$ cat src/hdl/bss_pkg.sv
package bss_pkg;

   localparam int CntWidth    = 16;
   localparam int ValueWidth  = 8;
   localparam int CsrIdxWidth = 3;
   localparam int CsrDataWidth = 16;

   localparam logic REQ_TICK = 1'b0;
   localparam logic REQ_LOAD = 1'b1;

   typedef enum logic [CsrIdxWidth-1:0] {
      CSR_DEBOUNCE_MS = 3'd0,
      CSR_HOLD_MS     = 3'd1,
      CSR_REPEAT_MS   = 3'd2,
      CSR_STEP_SINGLE = 3'd3,
      CSR_STEP_FAST   = 3'd4,
      CSR_RANGE_LO    = 3'd5,
      CSR_RANGE_HI    = 3'd6,
      CSR_UNUSED      = 3'd7
   } csr_index_type;

   localparam logic [CntWidth-1:0]   DEBOUNCE_MS_RST = 16'd50;
   localparam logic [CntWidth-1:0]   HOLD_MS_RST     = 16'd1000;
   localparam logic [CntWidth-1:0]   REPEAT_MS_RST   = 16'd500;
   localparam logic [ValueWidth-1:0] STEP_SINGLE_RST = 8'd1;
   localparam logic [ValueWidth-1:0] STEP_FAST_RST   = 8'd5;
   localparam logic [ValueWidth-1:0] RANGE_LO_RST    = 8'd40;
   localparam logic [ValueWidth-1:0] RANGE_HI_RST    = 8'd70;

   typedef struct packed {
      logic [CntWidth-1:0]   debounce_ms;
      logic [CntWidth-1:0]   hold_ms;
      logic [CntWidth-1:0]   repeat_ms;
      logic [ValueWidth-1:0] step_single;
      logic [ValueWidth-1:0] step_fast;
      logic [ValueWidth-1:0] range_lo;
      logic [ValueWidth-1:0] range_hi;
   } cfg_type;

   typedef struct packed {
      logic                  kind;
      logic                  button_level;
      logic [ValueWidth-1:0] new_target;
   } item_type;

   typedef struct packed {
      logic [ValueWidth-1:0] target;
      logic                  target_changed;
      logic                  pressed;
      logic                  fast_active;
   } result_type;

   function automatic logic [ValueWidth-1:0] apply_step(
      input logic [ValueWidth-1:0] value,
      input logic [ValueWidth-1:0] step,
      input logic [ValueWidth-1:0] vmin,
      input logic [ValueWidth-1:0] vmax
   );
      logic [ValueWidth:0] sum;
      sum = {1'b0, value} + {1'b0, step};
      if (sum > {1'b0, vmax}) begin
         return vmin;
      end
      return sum[ValueWidth-1:0];
   endfunction

   function automatic logic [CntWidth-1:0] sat_inc(input logic [CntWidth-1:0] v);
      if (v == {CntWidth{1'b1}}) begin
         return v;
      end
      return v + {{(CntWidth-1){1'b0}}, 1'b1};
   endfunction

endpackage

$ cat src/hdl/bss_csr.sv
module bss_csr (
   input  logic                                 clock,
   input  logic                                 reset,
   input  logic                                 csr_valid,
   output logic                                 csr_ready,
   input  logic [bss_pkg::CsrIdxWidth-1:0]      csr_index,
   input  logic [bss_pkg::CsrDataWidth-1:0]     csr_wdata,
   output bss_pkg::cfg_type                     cfg
);

   bss_pkg::cfg_type cfg_ff;
   bss_pkg::cfg_type cfg_in;
   bss_pkg::csr_index_type idx;

   assign csr_ready = 1'b1;
   assign idx       = bss_pkg::csr_index_type'(csr_index);
   assign cfg       = cfg_ff;

   always_comb begin
      cfg_in = cfg_ff;
      if (csr_valid) begin
         unique case (idx)
            bss_pkg::CSR_DEBOUNCE_MS: cfg_in.debounce_ms = csr_wdata;
            bss_pkg::CSR_HOLD_MS:     cfg_in.hold_ms     = csr_wdata;
            bss_pkg::CSR_REPEAT_MS:   cfg_in.repeat_ms   = csr_wdata;
            bss_pkg::CSR_STEP_SINGLE: cfg_in.step_single = csr_wdata[bss_pkg::ValueWidth-1:0];
            bss_pkg::CSR_STEP_FAST:   cfg_in.step_fast   = csr_wdata[bss_pkg::ValueWidth-1:0];
            bss_pkg::CSR_RANGE_LO:    cfg_in.range_lo    = csr_wdata[bss_pkg::ValueWidth-1:0];
            bss_pkg::CSR_RANGE_HI:    cfg_in.range_hi    = csr_wdata[bss_pkg::ValueWidth-1:0];
            default:                  cfg_in = cfg_ff;
         endcase
      end
   end

   always_ff @(posedge clock) begin
      if (reset) begin
         cfg_ff.debounce_ms <= bss_pkg::DEBOUNCE_MS_RST;
         cfg_ff.hold_ms     <= bss_pkg::HOLD_MS_RST;
         cfg_ff.repeat_ms   <= bss_pkg::REPEAT_MS_RST;
         cfg_ff.step_single <= bss_pkg::STEP_SINGLE_RST;
         cfg_ff.step_fast   <= bss_pkg::STEP_FAST_RST;
         cfg_ff.range_lo    <= bss_pkg::RANGE_LO_RST;
         cfg_ff.range_hi    <= bss_pkg::RANGE_HI_RST;
      end else begin
         cfg_ff <= cfg_in;
      end
   end

endmodule

$ cat src/hdl/bss_core.sv
module bss_core (
   input  logic                clock,
   input  logic                reset,
   input  logic                advance,
   input  bss_pkg::item_type   item,
   input  bss_pkg::cfg_type    cfg,
   output bss_pkg::result_type result
);

   logic                             last_raw_ff, last_raw_in;
   logic                             clean_ff, clean_in;
   logic                             press_active_ff, press_active_in;
   logic                             fast_ff, fast_in;
   logic [bss_pkg::CntWidth-1:0]     stable_ff, stable_in;
   logic [bss_pkg::CntWidth-1:0]     press_ff, press_in;
   logic [bss_pkg::CntWidth-1:0]     repeat_ff, repeat_in;
   logic [bss_pkg::ValueWidth-1:0]   target_ff, target_in;

   logic                             raw;
   logic                             edge_seen;
   logic                             press_edge;
   logic                             release_edge;
   logic                             rel_single;
   logic                             rel_fast;
   logic                             hold_cond;
   logic                             enter_fast;
   logic                             repeat_hit;
   logic                             step_a;
   logic                             step_b;
   logic                             changed;
   logic [bss_pkg::CntWidth-1:0]     rep_eff;
   logic [bss_pkg::ValueWidth-1:0]   amount_a;
   logic [bss_pkg::ValueWidth-1:0]   target_a;
   logic [bss_pkg::ValueWidth-1:0]   target_b;

   always_comb begin
      raw       = ~item.button_level;
      stable_in = bss_pkg::sat_inc(stable_ff);
      press_in  = bss_pkg::sat_inc(press_ff);
      last_raw_in = last_raw_ff;
      if (raw != last_raw_ff) begin
         last_raw_in = raw;
         stable_in   = '0;
      end

      edge_seen    = (stable_in >= cfg.debounce_ms) && (clean_ff != raw);
      clean_in     = edge_seen ? raw : clean_ff;
      press_edge   = edge_seen && raw;
      release_edge = edge_seen && !raw;

      rel_single = release_edge && (press_in < cfg.hold_ms);
      rel_fast   = release_edge && !(press_in < cfg.hold_ms) && !fast_ff;

      hold_cond  = !edge_seen && clean_ff && press_active_ff && (press_in >= cfg.hold_ms);
      enter_fast = hold_cond && !fast_ff;
      rep_eff    = enter_fast ? '0 : bss_pkg::sat_inc(repeat_ff);
      repeat_hit = hold_cond && (rep_eff >= cfg.repeat_ms);

      step_a   = rel_single || rel_fast || enter_fast || repeat_hit;
      step_b   = enter_fast && repeat_hit;
      amount_a = rel_single ? cfg.step_single : cfg.step_fast;
      target_a = step_a ? bss_pkg::apply_step(target_ff, amount_a, cfg.range_lo, cfg.range_hi)
                        : target_ff;
      target_b = step_b ? bss_pkg::apply_step(target_a, cfg.step_fast, cfg.range_lo,
                                              cfg.range_hi)
                        : target_a;

      repeat_in       = (enter_fast || repeat_hit) ? '0 : rep_eff;
      press_active_in = press_active_ff;
      fast_in         = fast_ff;
      if (press_edge) begin
         press_active_in = 1'b1;
         fast_in         = 1'b0;
         press_in        = '0;
      end else if (release_edge) begin
         press_active_in = 1'b0;
         fast_in         = 1'b0;
      end else if (enter_fast) begin
         fast_in = 1'b1;
      end
      target_in = target_b;
      changed   = step_a;

      // load items touch only the target
      if (item.kind == bss_pkg::REQ_LOAD) begin
         last_raw_in     = last_raw_ff;
         clean_in        = clean_ff;
         press_active_in = press_active_ff;
         fast_in         = fast_ff;
         stable_in       = stable_ff;
         press_in        = press_ff;
         repeat_in       = repeat_ff;
         target_in       = item.new_target;
         changed         = 1'b0;
      end

      result.target         = target_in;
      result.target_changed = changed;
      result.pressed        = clean_in;
      result.fast_active    = fast_in;
   end

   always_ff @(posedge clock) begin
      if (reset) begin
         last_raw_ff     <= 1'b0;
         clean_ff        <= 1'b0;
         press_active_ff <= 1'b0;
         fast_ff         <= 1'b0;
         stable_ff       <= '0;
         press_ff        <= '0;
         repeat_ff       <= '0;
         target_ff       <= bss_pkg::RANGE_LO_RST;
      end else if (advance) begin
         last_raw_ff     <= last_raw_in;
         clean_ff        <= clean_in;
         press_active_ff <= press_active_in;
         fast_ff         <= fast_in;
         stable_ff       <= stable_in;
         press_ff        <= press_in;
         repeat_ff       <= repeat_in;
         target_ff       <= target_in;
      end
   end

endmodule

$ cat src/hdl/button_setpoint_stepper.sv
// Channel   Direction  Handshake           Payload
// req       in         req_valid/req_stall req_type, req_button_level, req_new_target
// rsp       out        rsp_valid/rsp_stall rsp_target, rsp_target_changed, rsp_pressed,
//                                          rsp_fast_active
// csr       in         csr_valid/csr_ready csr_index, csr_wdata
//
// One item per cycle while the result is not stalled.
// The button state update and the target step sit between the input and result registers.
// Reset is synchronous: valid, core and CSR state resets, target to the wrap low default.
// A stalled result holds; the input stalls only while both stages are full and the
// result is stalled.
module button_setpoint_stepper (
   input  logic                                  clock,
   input  logic                                  reset,
   input  logic                                  req_valid,
   output logic                                  req_stall,
   input  logic                                  req_type,
   input  logic                                  req_button_level,
   input  logic [bss_pkg::ValueWidth-1:0]        req_new_target,
   output logic                                  rsp_valid,
   input  logic                                  rsp_stall,
   output logic [bss_pkg::ValueWidth-1:0]        rsp_target,
   output logic                                  rsp_target_changed,
   output logic                                  rsp_pressed,
   output logic                                  rsp_fast_active,
   input  logic                                  csr_valid,
   output logic                                  csr_ready,
   input  logic [bss_pkg::CsrIdxWidth-1:0]       csr_index,
   input  logic [bss_pkg::CsrDataWidth-1:0]      csr_wdata
);

   bss_pkg::cfg_type    cfg;
   bss_pkg::item_type   item_ff, item_in;
   bss_pkg::result_type out_ff, result;
   logic                in_valid_ff, in_valid_in;
   logic                out_valid_ff, out_valid_in;
   logic                out_load;
   logic                advance;
   logic                req_take;

   bss_csr u_csr (
      .clock     (clock),
      .reset     (reset),
      .csr_valid (csr_valid),
      .csr_ready (csr_ready),
      .csr_index (csr_index),
      .csr_wdata (csr_wdata),
      .cfg       (cfg)
   );

   bss_core u_core (
      .clock   (clock),
      .reset   (reset),
      .advance (advance),
      .item    (item_ff),
      .cfg     (cfg),
      .result  (result)
   );

   always_comb begin
      out_load  = !out_valid_ff || !rsp_stall;
      advance   = in_valid_ff && out_load;
      req_stall = in_valid_ff && !out_load;
      req_take  = req_valid && !req_stall;

      in_valid_in = req_take || (in_valid_ff && !advance);
      item_in.kind         = req_type;
      item_in.button_level = req_button_level;
      item_in.new_target   = req_new_target;

      out_valid_in = advance || (out_valid_ff && rsp_stall);
   end

   always_ff @(posedge clock) begin
      if (reset) begin
         in_valid_ff  <= 1'b0;
         out_valid_ff <= 1'b0;
      end else begin
         in_valid_ff  <= in_valid_in;
         out_valid_ff <= out_valid_in;
      end
   end

   always_ff @(posedge clock) begin
      if (req_take) begin
         item_ff <= item_in;
      end
      if (advance) begin
         out_ff <= result;
      end
   end

   assign rsp_valid          = out_valid_ff;
   assign rsp_target         = out_ff.target;
   assign rsp_target_changed = out_ff.target_changed;
   assign rsp_pressed        = out_ff.pressed;
   assign rsp_fast_active    = out_ff.fast_active;

endmodule
$ cat config.mk
export PLATFORM = sky130hd
export DESIGN_NAME = button_setpoint_stepper
export DESIGN_NICKNAME = d
export VERILOG_FILES = /design/src/hdl/bss_pkg.sv /design/src/hdl/bss_csr.sv /design/src/hdl/bss_core.sv /design/src/hdl/button_setpoint_stepper.sv
export SDC_FILE = /design/constraint.sdc
export NUM_CORES = 1
export LEC_CHECK = 0
export BUFFER_PORTS_ARGS = -buffer_cell sky130_fd_sc_hd__buf_4
export CORE_ASPECT_RATIO = 1.25
export CORE_MARGIN = 5
export CORE_UTILIZATION = 24
export CTS_CLUSTER_DIAMETER = 50
export DETAILED_ROUTE_END_ITERATION = 10
export HOLD_SLACK_MARGIN = 0.08
export PLACE_DENSITY = 0.41
export SYNTH_ARGS = -nofsm -noshare
export SYNTH_HDL_FRONTEND = slang
export SYNTH_HIERARCHICAL = 1
export SYNTH_SLANG_ARGS = --single-unit
$ cat constraint.sdc
create_clock -name clock -period 13.95 [get_ports clock]
set_input_delay 1.395 -clock clock [delete_from_list [all_inputs] [get_ports clock]]
set_output_delay 1.395 -clock clock [all_outputs]
set_load 0.05 [all_outputs]
# == Word-level counts from Yosys, hierarchy flattened ==
# Index checks and enable logic that the tools add are counted.
# totals
register_bits,163
in_bits,34
output_inout_bits,14
word_cells,123
# classes
n_addsub,5
magnitude_cmp,6
n_eq_ne,11
muxes,31
n_bitwise,2
n_reduce_logical,44
# ops
cell,n
two-way mux 16 bit,10
two-way mux 8 bit,8
"adder 16 x 1 -> 16 bit, second input constant",3
"== test 16 bit, second input constant",3
>= comparator 16 bit,3
adder 8 x 8 -> 9 bit,2
> comparator 9 x 8 -> 1 bit,2
logical AND 1 bit,17
less-than comparator 16 bit,1
AND reduction 2 bit,8
two-way mux 1 bit,13
"== test 3 bit, second input constant",3
logical NOT 1 bit,8
logical OR 1 bit,7
"== test 3 x 2 -> 1 bit, second input constant",2
AND reduction 3 bit,2
"== test 3 x 1 -> 1 bit, second input constant",1
logical NOT 3 bit,1
inequality test 1 bit,2
inverter 1 bit,2
nonzero test 2 bit,1

# == Depth between registers and ports, before layout ==
# logic_depth
word_depth,22
mapped_depth,51

# == Hierarchy ==
# Netlist, hierarchy kept.
# modules_own_cells
module,instances,cells_each,area_each_um2,seq_area_each_um2
bss_core,1,868,6393.6,1201.2
bss_csr,1,303,3235.6,1601.5
button_setpoint_stepper,1,31,716.9,670.6

# == Worst setup path after synthesis ==
# OpenSTA, ideal clock, no wires.
# synth_timing
kind,reg2reg
startpoint,register u_core/stable_ff[4] (netlist name)
endpoint,register u_core/target_ff[4] (netlist name)
setup_time_ns,0.091
arrival_time_ns,9.738
path_slack_ns,4.121
stages_incl_launch_ff,51
n_path_buf,2
path_cell_list,dfxtp_1 > and4_1 > nand4_1 > or4_1 > or2_2 > clkbuf_1 > and3_1 > xnor2_1 > nor2_1 > ha_1 > nand4_1 > a211oi_2 > a32oi_2 > a21boi_1 > nand4_2 > buf_6 > mux2_2 > ha_1 > [15 not listed] > o21ai_0 > o21a_1 > ha_1 > a21o_1 > a21oi_1 > o21ai_0 > o41ai_1 > xnor2_1 > ha_1 > and3_1 > nand4_1 > o21ai_0 > a21oi_2 > a2111oi_4 > mux2_4 > o21ai_1 > a311o_1 > a311oi_1
# synth_between
elab_chain_cells,22
word_cells_on_any_way,36
# synth_rtl
element,line_no,text
start: declaration,bss_core.sv:14,"logic [bss_pkg::CntWidth-1:0] stable_ff, stable_in;"
start signal: assignment,bss_core.sv:118,stable_ff <= stable_in;
branches (longest 2 deep; another with adder 16 x 1 -> 16 bit),-,
two-way mux 16 bit *,bss_pkg.sv:71,"return v + {{(CntWidth-1){1'b0}}, 1'b1};"
two-way mux 16 bit *,bss_core.sv:41,if (raw != last_raw_ff) begin
>= comparator 16 bit *,bss_core.sv:46,edge_seen = (stable_in >= cfg.debounce_ms) && (clean_ff != raw);
logical AND 1 bit *,bss_core.sv:46,
branches (longest 14 deep; another with adder 8 x 8 -> 9 bit),-,
two-way mux 8 bit *,bss_core.sv:64,"target_b = step_b ? bss_pkg::apply_step(target_a, cfg.step_fast, cfg.range_lo,"
two-way mux 8 bit *,bss_core.sv:85,if (item.kind == bss_pkg::REQ_LOAD) begin
end signal: assignment,bss_core.sv:112,target_ff <= bss_pkg::RANGE_LO_RST;
end signal: assignment,bss_core.sv:121,target_ff <= target_in;
end: declaration,bss_core.sv:17,"logic [bss_pkg::ValueWidth-1:0] target_ff, target_in;"
# Every way passes the cells marked *. The select of a mux whose other input is x is not followed.
# A chain may end at the register's enable or synchronous reset.

# == Final worst setup path ==
# Ends and elaborated chain as after synthesis.

==> impl_results.md <==
* Post-synthesis register bit count at 163
* ANT nets after route at 0
* Synth Area in Simple Gates at 20.8%
* Mapped Area at 10300 µm²
* Count of final max-slew check failures at 0
* Main flop type after synthesis: dfxtp_1
* Synth area leader: dfxtp_1
* Crit-path max FO at 12
* Final core occ at 27.5%
* Row cnt at 85
* Lkg Pwr at 4.99 nW
* Initial antenna violation count at 0
* Busiest layer in global routing: met2
* Post-CTS setup buffers at 0
* Max cap viols at 0
* WS Path Type: reg -> reg
* Ranking of synthesized cells by area: dfxtp_1 27%, ha_1 10%, mux2i_1 9.4%, edfxtp_1 6.1%, nor2_1 4.9%
* Cell Int Power at 0.825 mW
* Ys Warns at 6
* Full die area at 47400 µm²
* Area share of the largest cell type after synthesis at 27.5%
* Setup violations, final at 0
* Worst rel slew slack at 27.4%
* Max Clock Skew at 10.6 ps
* Placed cell areas at 11200 µm²
* Vias in the first global route at 8400
* H-Tree Depth at 4
* Worst Setup Start Kind: flop
* Post-CTS resize count at 0
* Initial Util at 24.1%
* Core ar. at 42900 µm²
* Syn nets at 1323
* Fin. Hold Viols at 0
* GRT overflow at 0
* Period utilization at 82.5%
* Syn-to-layout area delta at 14.1%
* Fmax at 86.9 MHz
* Clk buf depth at 2
* Syn Inst Count at 1202
* Detailed Place HPWL at 23200 µm
* Share of layout cells above drive strength 1 at 10.0%
* Worst path max stage delay at 740 ps
* Crit. End Element: flop
* Post-route cell area at 11800 µm²
* CTS sink cnt at 163
* Post-synthesis adder-cell area fraction at 10.7%
* Distinct cells, synth at 79
* Sequential share of the synthesized area at 33.6%
* Final nets at 1334
* Cts hold-fix bufs at 0
* Clk root buf: clkbuf_16
* DRC at 0
* Measured slew at the worst slew-check pin at 1090 ps
* Ant. Diodes at 0
* Gp weighted congestion at 0.809
* First-pass DRT Iterations at 4
* GR Util met2 at 24.1%
* Fin crit period at 11500 ps
* Complex-gate fraction of the synthesized area at 14.6%
* TritonCTS clock tree: done
* Sequential power share at 43.4%
* Ys async rst share at 0%
* Synth Area in XOR/XNOR at 3.64%
* Psw at 0.321 mW
* Crit path DAT at 11870 ps
* Peak VDD IR at 0.0741 mV
* Sw Ratio at 28.0%
* DRT iter0 DRCs at 381
* PD cells at 97.1 nW/µm²
* Port bufs at 46
* TritonCTS buffer count at 17
* Clock share of power at 43.9%
* Multiplexer share of the synthesized area at 10.6%
* Buf/Inv on CP at 1
* Top cell family by delay on the critical path: compound AO/OA/AOI/OAI gates
* Worst skew pair latency at 450 ps
* Grt met1 use at 14.9%
* EDFF count, synth at 21
* Die height at 242 µm
* First-pass GRT wire length at 48000 µm
* Largest net degree at the start of global routing at 100
* Comb pwr share at 12.6%
* Total GRT Usage at 12.9%
* Non-Filler Instances at 1791
* DIE WIDTH at 196 µm
* Total Power at 1.15 mW
* Setup repair after global routing missed its margin: no
* Syn Area/Cell at 8.61 µm²
* Main combinational cell family by area after synthesis: simple AND/OR/NAND/NOR gates
* Drt via density at 4.60
* Ports at 48
* CTS clk-pin slew, worst paths at 70 ps
* Placed cell count at 1759
* Final TNS setup at 0 ps
* WL final at 30700 µm
* Global routing usage on met3 at 2.11%
* Worst Path Required at 14310 ps
* Routed WL per cell at 17.1 µm
* Hold crit path type: reg -> reg
* Status: finished, final reports clean
* Crit-path slowest cell: a2111oi_4
* Vias at 8240
cell type report:
type	count	area [µm²]
clock buffer	19	453
tap	565	707
inverter	87	327
multi-input combinational	889	6270
fill	4597	31100
clock inverter	13	161
sequential	163	3470
timing repair buffer	55	413
state kept, by name, indices dropped and copies added, names as in the netlist, 8 cells and up:
| register | flops |
|---|---|
| u_core/press_ff | 16 |
| rsp_target | 8 |
| u_csr/cfg | 80 |
| u_core/target_ff | 8 |
| u_core/repeat_ff | 16 |
| item_ff | 10 |
| u_core/stable_ff | 16 |
synthesized netlist by cell type (3+ instances only):
master / count
a2111oi_4: 3
a211oi_1: 6
a21boi_0: 3
a21o_1: 15
a21oi_1: 72
a21oi_2: 3
a22oi_1: 21
a311oi_1: 4
a31oi_1: 11
and2_1: 6
and3_1: 16
and4_1: 4
buf_2: 9
buf_4: 5
buf_6: 3
clkbuf_1: 42
dfxtp_1: 142
edfxtp_1: 21
ha_1: 85
inv_1: 87
mux2_2: 10
mux2i_1: 97
nand2_1: 79
nand2b_1: 79
nand3_1: 29
nand3b_1: 3
nand4_1: 17
nand4b_1: 3
nor2_1: 135
nor2b_1: 7
nor3_1: 21
nor3b_1: 4
o211ai_1: 8
o21a_1: 8
o21ai_0: 37
o31ai_1: 4
or3_1: 6
xnor2_1: 26
xor2_1: 17
layout by cell type, fill, tap and decap left out, types with 4 or more instances in the layout:
cell type,count
dfxtp_1,142
nor2_1,135
mux2i_1,97
inv_1,87
ha_1,85
nand2_1,79
nand2b_1,79
a21oi_1,71
buf_4,55
o21ai_0,37
nand3_1,29
xnor2_1,26
edfxtp_1,21
nor3_1,21
a22oi_1,21
clkbuf_16,17
nand4_1,17
xor2_1,17
and3_1,16
a21o_1,15
a31oi_1,11
mux2_2,10
o211ai_1,8
o21a_1,8
a211oi_1,6
nor2b_1,6
and2_1,6
or3_1,6
a21oi_2,4
inv_6,4
and4_1,4
o31ai_1,4
nor3b_1,4
a311oi_1,4
through the flow:
stage / hold slack, ps / setup slack (ps)
after floorplan: 446 / 4120
after global placement: 461 / 2750
after detailed placement: 464 / 2540
after CTS: 477 / 2520
after global routing: 485 / 1500
final: 476 / 2450
logic make-up after synthesis:
family	count (synthesis)
compound gates	223
xor+xnor	43
fa+ha+maj	87
buf+inv	150
flops	163
mux	108
other cells	1
simple gates	427
final timing paths:
check / depth (start not counted) / startpoint / to / slack, ps
hold / removal: 2 / u_csr/cfg[60] / u_csr/cfg[60] / 480
setup reg to reg: 48 / u_core/stable_ff[4] / u_core/target_ff[4] / 2450
hold reg to reg: 2 / u_csr/cfg[60] / u_csr/cfg[60] / 480
setup / recovery: 48 / u_core/stable_ff[4] / u_core/target_ff[4] / 2450
layer usage:
metal / part of all wire [%] / vias to the layer above
li1: - / 4212
met1: 43 / 3904
met2: 53 / 97
met3: 2.8 / 27
met4: 2.0 / 0
met5: 0 / -
worst register-to-register path: cells and delay by family (launching register included):
| family | cells | cell delay (ps) |
|---|---|---|
| buffers and inverters | 1 | 60 |
| xor gates and xnor gates | 2 | 400 |
| DFF | 1 | 430 |
| AOI/OAI and AO/OA | 22 | 5010 |
| adders and majority gates | 6 | 1680 |
| muxes | 2 | 640 |
| and+or+nand+nor | 15 | 3180 |
power groups by stage:
stage	clock network, mW	registers, mW	logic (mW)
after floorplan	0	0.508	0.0983
after global placement	0	0.509	0.145
after detailed placement	0	0.509	0.146
after CTS	0.524	0.498	0.147
after global routing	0.539	0.499	0.160
final	0.504	0.498	0.145
Note: power is estimated with default switching activity, not from simulation.
